<file path="config.mk">
export PLATFORM = sky130hd
export DESIGN_NAME = lds_cell
export DESIGN_NICKNAME = d
export VERILOG_FILES = /design/src/rtl/core/lds_pkg.sv /design/src/rtl/core/lds_cell.sv
export SDC_FILE = /design/constraint.sdc
export NUM_CORES = 1
export LEC_CHECK = 0
export BUFFER_PORTS_ARGS = -buffer_cell sky130_fd_sc_hd__buf_2
export CORE_AREA = 5 5 73 75
export CTS_BUF_LIST = sky130_fd_sc_hd__clkbuf_8
export DETAILED_ROUTE_END_ITERATION = 10
export DIE_AREA = 0 0 78 80
export HOLD_SLACK_MARGIN = 0.02
export PLACE_DENSITY_LB_ADDON = 0.15
export SYNTH_ARGS = -nofsm -noshare
export SYNTH_HDL_FRONTEND = slang
export SYNTH_SLANG_ARGS = --single-unit
</file>
<file path="constraint.sdc">
create_clock -name clk -period 3.85 [get_ports clk]
set_input_delay 0.385 -clock clk [delete_from_list [all_inputs] [get_ports clk]]
set_output_delay 0.385 -clock clk [all_outputs]
set_load 0.05 [all_outputs]
</file>
<file path="src/rtl/core/lds_pkg.sv">
// Shared types, constants and helpers for the LOOK disk scheduler.
// Used by lds_cell and look_disk_scheduler; depends on nothing else.
package lds_pkg;

  localparam int MAX_BATCH  = 63;
  localparam int CYL_BITS   = 12;
  localparam int SEEK_BITS  = 14;
  localparam int COUNT_BITS = 6;
  localparam int KEY_BITS   = CYL_BITS + 1;

  localparam logic [SEEK_BITS-1:0] SEEK_MAX = {SEEK_BITS{1'b1}};

  // Configuration register indexes.
  localparam logic CFG_START   = 1'b0;
  localparam logic CFG_MOVE_UP = 1'b1;

  // Per-cell control from the sequencer.
  typedef struct packed {
    logic load;     // write the incoming request into this cell
    logic pair_en;  // this cell and its upper neighbour form a compare pair
    logic shift;    // take the upper neighbour's value (drain towards cell 0)
  } lds_cell_ctl_t;

  // Service-order key: ascending keys give the LOOK visiting order.
  // The top bit separates the first sweep from the return sweep; the upward
  // return sweep and the downward first sweep are ordered on the inverted cylinder.
  function automatic logic [KEY_BITS-1:0] look_key(input logic [CYL_BITS-1:0] cyl,
                                                   input logic [CYL_BITS-1:0] start,
                                                   input logic            up);
    logic [KEY_BITS-1:0] k;
    if (up) begin
      k = (cyl >= start) ? {1'b0, cyl} : {1'b1, ~cyl};
    end else begin
      k = (cyl <= start) ? {1'b0, ~cyl} : {1'b1, cyl};
    end
    return k;
  endfunction

endpackage

</file>
<file path="src/rtl/core/lds_cell.sv">
// One cell of the request chain: holds a cylinder and compare-swaps it
// with its upper neighbour. Depends on lds_pkg.
module lds_cell
  import lds_pkg::*;
(
  input  logic                clk,
  input  lds_cell_ctl_t       ctl,
  input  logic [CYL_BITS-1:0] din,
  input  logic [CYL_BITS-1:0] start,
  input  logic                move_up,
  input  logic [CYL_BITS-1:0] lower_val,
  input  logic                lower_swap,
  input  logic [CYL_BITS-1:0] upper_val,
  input  logic [KEY_BITS-1:0] upper_key,
  output logic [CYL_BITS-1:0] val,
  output logic [KEY_BITS-1:0] key,
  output logic                swap
);

  // Key of the held cylinder and the exchange decision with the upper cell.
  assign key  = look_key(val, start, move_up);
  assign swap = ctl.pair_en && (key > upper_key);

  // Value update: load, drain, or exchange with either neighbour.
  always_ff @(posedge clk) begin
    if (ctl.load) begin
      val <= din;
    end else if (ctl.shift || swap) begin
      val <= upper_val;
    end else if (lower_swap) begin
      val <= lower_val;
    end
  end

endmodule

</file>
# Yosys cells after proc, flatten, opt, wreduce, memory -nomap -nowiden

Cells that the tools add are included.

Input bits: 67
Word-level logic and storage cells: 14
Flip-flop bits (word level): 12
Output and inout port bits: 26

Bitwise logic cells: 1
Reductions and logical operators: 3
Order comparisons: 3
Multiplexer cells: 6

Operator list:

| operator            | number |
|---|---|
| $mux W13            | 3 |
| $mux W12            | 3 |
| $gt A13 B13 Y1      | 1 |
| $ge A12 B12 Y1      | 1 |
| $le A12 B12 Y1      | 1 |
| $not A12 Y12        | 1 |
| $reduce_bool A3 Y1  | 1 |
| $logic_and A1 B1 Y1 | 1 |
| $logic_or A1 B1 Y1  | 1 |

# Longest topological paths before layout

Word-level depth: 8
Gate-level depth with buffers: 17
Gate-level depth less buffers: 15

# Least setup slack after synthesis

Ideal clock, no wire load.

Path type: register -> register
From: register val[9]
To: register val[10] (data pin)
Buffers on the path: 3
Clock period less this slack: 4,995 ps
Library setup time: 260 ps
Slack: -1,145 ps
Required time: 3,590 ps
Arrival: 4,735 ps
Cell stages (with the launch flop): 16
Cell sequence: edfxtp_1 ha_1 nand4_1 or3_1 clkbuf_1 clkbuf_1 a311oi_1 nand3_1 ha_1 nand4_1 o41ai_1 nand2b_1 o31ai_2 buf_6 mux2_4 mux2_2

Cells in the longest elaborated chain, start to end: 8
Elaborated cells on any way between the ends: 11
Classes of those cells: order compare (3); mux (5); bitwise (1); reduce/logical (2)

RTL lines:

| element                                                 | RTL line                     | RTL |
|---|---|---|
| from (decl)                                             | lds_cell.sv:15               | `output logic [CYL_BITS-1:0] val,` |
| from (signal assigned)                                  | lds_cell.sv:27               | `val <= din;` |
| from (signal assigned)                                  | lds_cell.sv:29               | `val <= upper_val;` |
| from (signal assigned)                                  | lds_cell.sv:31               | `val <= lower_val;` |
| $le A12 B12 Y1 / $ge A12 B12 Y1 (equally long branches) | lds_pkg.sv:34, lds_pkg.sv:32 |  |
| $mux W13 (on tied branches)                             | lds_pkg.sv:34, lds_pkg.sv:32 |  |
| $mux W13 (*)                                            | lds_pkg.sv:31                | `if (up) begin` |
| via key[11]                                             | lds_cell.sv:16               | `output logic [KEY_BITS-1:0] key,` |
| $gt A13 B13 Y1 (*)                                      | lds_cell.sv:22               | `assign swap = ctl.pair_en && (key > upper_key);` |
| $logic_and A1 B1 Y1 (*)                                 | lds_cell.sv:22               |  |
| $logic_or A1 B1 Y1 (*)                                  | lds_cell.sv:28               | `end else if (ctl.shift \|\| swap) begin` |
| $mux W12 (*)                                            | lds_cell.sv:28               |  |
| $mux W12 (*)                                            | lds_cell.sv:26               | `if (ctl.load) begin` |

The timed path passes the listed nets; every way through them passes the cells marked *.
A chain may end at the register's enable or synchronous reset.

# Worst setup path after layout

From: register val[1]
To: register val[5] (data pin)

Cells in the longest elaborated chain, start to end: 8
Elaborated cells on any way between the ends: 11
Classes of those cells: order compare (3); mux (5); bitwise (1); reduce/logical (2)

RTL lines:

| element                                      | RTL line                     | RTL |
|---|---|---|
| $le A12 B12 Y1, or another cell as far along | lds_pkg.sv:34                | `k = (cyl <= start) ? {1'b0, ~cyl} : {1'b1, cyl};` |
| $mux W13 (on tied branches)                  | lds_pkg.sv:34, lds_pkg.sv:32 |  |
| $mux W13 (*)                                 | lds_pkg.sv:31                |  |
| $gt A13 B13 Y1 (*)                           | lds_cell.sv:22               |  |
| $logic_and A1 B1 Y1 (*)                      | lds_cell.sv:22               |  |
| $logic_or A1 B1 Y1 (*)                       | lds_cell.sv:28               |  |
| $mux W12 (*)                                 | lds_cell.sv:28               |  |
| $mux W12 (*)                                 | lds_cell.sv:26               |  |

Mark *: on every way between the ends. The rest lies on a longest branch, timed or not.

==> results.ini <==
[min_path]
hp-class=in -> reg
holdPathStages=2
hold_end=val[6]
hp-start=din[6]

[critical_path]
critPathRequiredTime_ns=3.84
cp.arrival_ns=4.17
crit_fanout=7
ff2ff_setup_slack_ns=-0.33
criticalPathCategory=reg -> reg
path_delay_family=compound AO/OA/AOI/OAI gates
critPathBufInv=3
crit_chain=ha_4 > nor2b_4 > o21a_1 > o21a_1 > o21a_4 > buf_4 > o211ai_1 > nand3_4 > ha_4 > nand4_1 > buf_4 > a311oi_4 > o31ai_4 > clkbuf_16 > mux2_4 > mux2_2
cp-start-kind=flip-flop
r2r_start=val[1]
slowest_stage=edfxtp_1
rr_worst_depth=16
critPathMaxStageDelay_ns=0.45
r2r_end=val[5]
cp-end-kind=flip-flop

[timing]
tns_ns=-3.722
grt_setup_unrepaired=true
max_slew.worst_pin.slew_ns=0.4105
skew_ns=0.003013
setup_viol=13
setup_slack_ns=-0.3301
final.min_clock_period_ns=4.180
min_period_over_period=1.086
slew_headroom=0.7263
final_hold_viol_count=0
fmax_mhz=239.2
slew_viol_final=0

[yosys]
synth-seq-area-share=0.1851
ys_warn_count=0
ys_top_cells_by_area=edfxtp_1, ha_1, mux2_2
synth_flop_cell=edfxtp_1
ys_seq_elements=12
synth_top_area_cell=edfxtp_1
async_flop_share=0
synthTopCellsByCount=nand3_1, nor3_1, ha_1
synth-edff-count=12
synth_area_per_cell_sq_um=8.320
ys_types=31
yosysMostFrequentCell=nand3_1
synth_area_sq_um=1947
synth_cells=234
synth.top_cell.area_share=0.1851
synth_nets=326

[flow_run]
maxCapViolCount=0

[finish]
insertedDiodeCount=0
syn_to_final_growth_pct=89.59
final_cells=428
top_regs=val x12
largest_reg_flops=12
fin_nets=467
regMostFlops=val
fillers=320
drive_gt1_frac=0.6203

[floorplan]
die_w_microns=78
core_area_sq_um=4598
start_util=0.4234
rows=25
pin_count=93
die_h_microns=80
dieArea_sq_um=6240

[route]
wl_per_cell_microns=18.10
via_per_inst=5.722
dr_total_vias=2449
drt_iter0_drc=112
drc=0
routed_wl_microns=7745
postRouteAntennaNets=0
drt_pass1_iterations=4

[grt]
grt_first_pass_wirelength_microns=11250
use_met3=0.03047
grt.overflow.total=0
grtUsageMet2=0.4032
grt_pass1_vias=2425
track_usage=0.2206
grt_util_met1=0.2707
grt_start_max_net_pins=27
antenna_found_initial=0
grt_busiest_layer=met2

[cts]
cts_hold_buffers=0
cts_buffers=3
clkTransAtPathRegs_ns=0.06
clockBufferDepth=2
root_buffer=clkbuf_8
cts.sinks=12
cts_max_level=1
clock_latency_ns=0.25
cts_tree=built

[pwr]
p_total_uw=1314
ir_drop_uv=256.7
leakagePower_uw=0.001822
powerDensity_nw_per_um2=356.0

[place]
portBuffers=92
dp_hpwl_microns=5410
post-place-ws_ns=-0.3835
dp_cells=411
place_congestion=0.8504

[status]
status=finished with violations
violations=negative setup slack

cell usage in the layout (no fill, tap or decap), types with 5 or more instances in the layout:
| cell | count |
|---|---|
| buf_2 | 91 |
| buf_4 | 46 |
| inv_1 | 24 |
| nor3_1 | 21 |
| mux2_4 | 20 |
| nand3_1 | 15 |
| ha_4 | 13 |
| ha_1 | 12 |
| edfxtp_1 | 12 |
| o211ai_1 | 11 |
| and3_1 | 11 |
| a311oi_4 | 11 |
| nand3_4 | 11 |
| buf_6 | 7 |
| nand4_1 | 5 |
| a21o_1 | 5 |
| nor2_1 | 5 |
how the worst max path moves through the flow:
| stage | slack (ns) | cells after the start | start | endpoint |
|---|---|---|---|---|
| final | -0.33 | 16 | val[1] | val[5] |
| after global routing | -0.47 | 15 | val[1] | val[5] |
| after CTS | -0.25 | 15 | val[1] | val[1] |
| after detailed placement | -0.38 | 18 | start[1] | val[1] |
| after global placement | -0.30 | 19 | start[1] | val[11] |
| after floorplan | -0.67 | 15 | val[10] | val[10] |
power by group:
part | total [uW] | switching [uW] | internal [uW] | leakage, uW
combinational | 1010 | 576 | 432 | 0.00167
sequential | 183 | 14.3 | 169 | 0.000125
clock | 123 | 52.7 | 70.7 | 0.0000231
total | 1310 | 643 | 671 | 0.00182
per-layer routing:
metal	vias to the layer above	part of all wire
met5	-	0
met4	0	0.022
met3	16	0.054
met2	89	0.52
met1	1169	0.40
li1	1175	-
worst reg2reg max path, delay by kind of cell, from the launching register on:
| kind | cells | cell delay (ns) |
|---|---|---|
| AND/OR/NAND/NOR | 3 | 0.47 |
| AO/OA/AOI/OAI | 6 | 1.32 |
| adder cells (fa/ha/maj) | 2 | 0.55 |
| flip-flops | 1 | 0.45 |
| buffers and inverters | 3 | 0.55 |
| multiplexers | 2 | 0.58 |
area by class of cell:
| type | count | area (sq um) | share of cell area |
|---|---|---|---|
| Timing Repair Buffer | 152 | 1060 | 0.2871 |
| Clock inverter | 1 | 3.754 | 0.001017 |
| Inverter | 24 | 90.09 | 0.02441 |
| Sequential cell | 12 | 360.3 | 0.09763 |
| Clock buffer | 3 | 41.29 | 0.01119 |
| Tap cell | 54 | 67.56 | 0.01831 |
| Multi-Input combinational cell | 182 | 2068 | 0.5603 |
cell families after synthesis:
logic type      count (synthesis)  synth area share
buf+inv                        40           0.08162
compound gates                 44            0.1755
mux                            25            0.1613
simple gates                   88            0.2359
fa+ha+maj                      25            0.1607
flops                          12            0.1851
through the flow:
step                      hold WS (ns)    util  cell area [sq um]
after floorplan                 0.6059       -               2414
after global placement          0.6886  0.7012               3224
after detailed placement        0.6897  0.7012               3224
after CTS                       0.4389  0.7260               3338
after global routing            0.4308  0.8027               3691
final                           0.4354  0.8027               3691
timing repair:
action                     in CTS  in global routing
pin swaps                       4                 22
gates resized for setup        12                 37
setup endpoints to repair      25                 25
setup buffers                   3                  7
cloned                          0                  4
No activity file was read; power rests on OpenSTA's default activity.
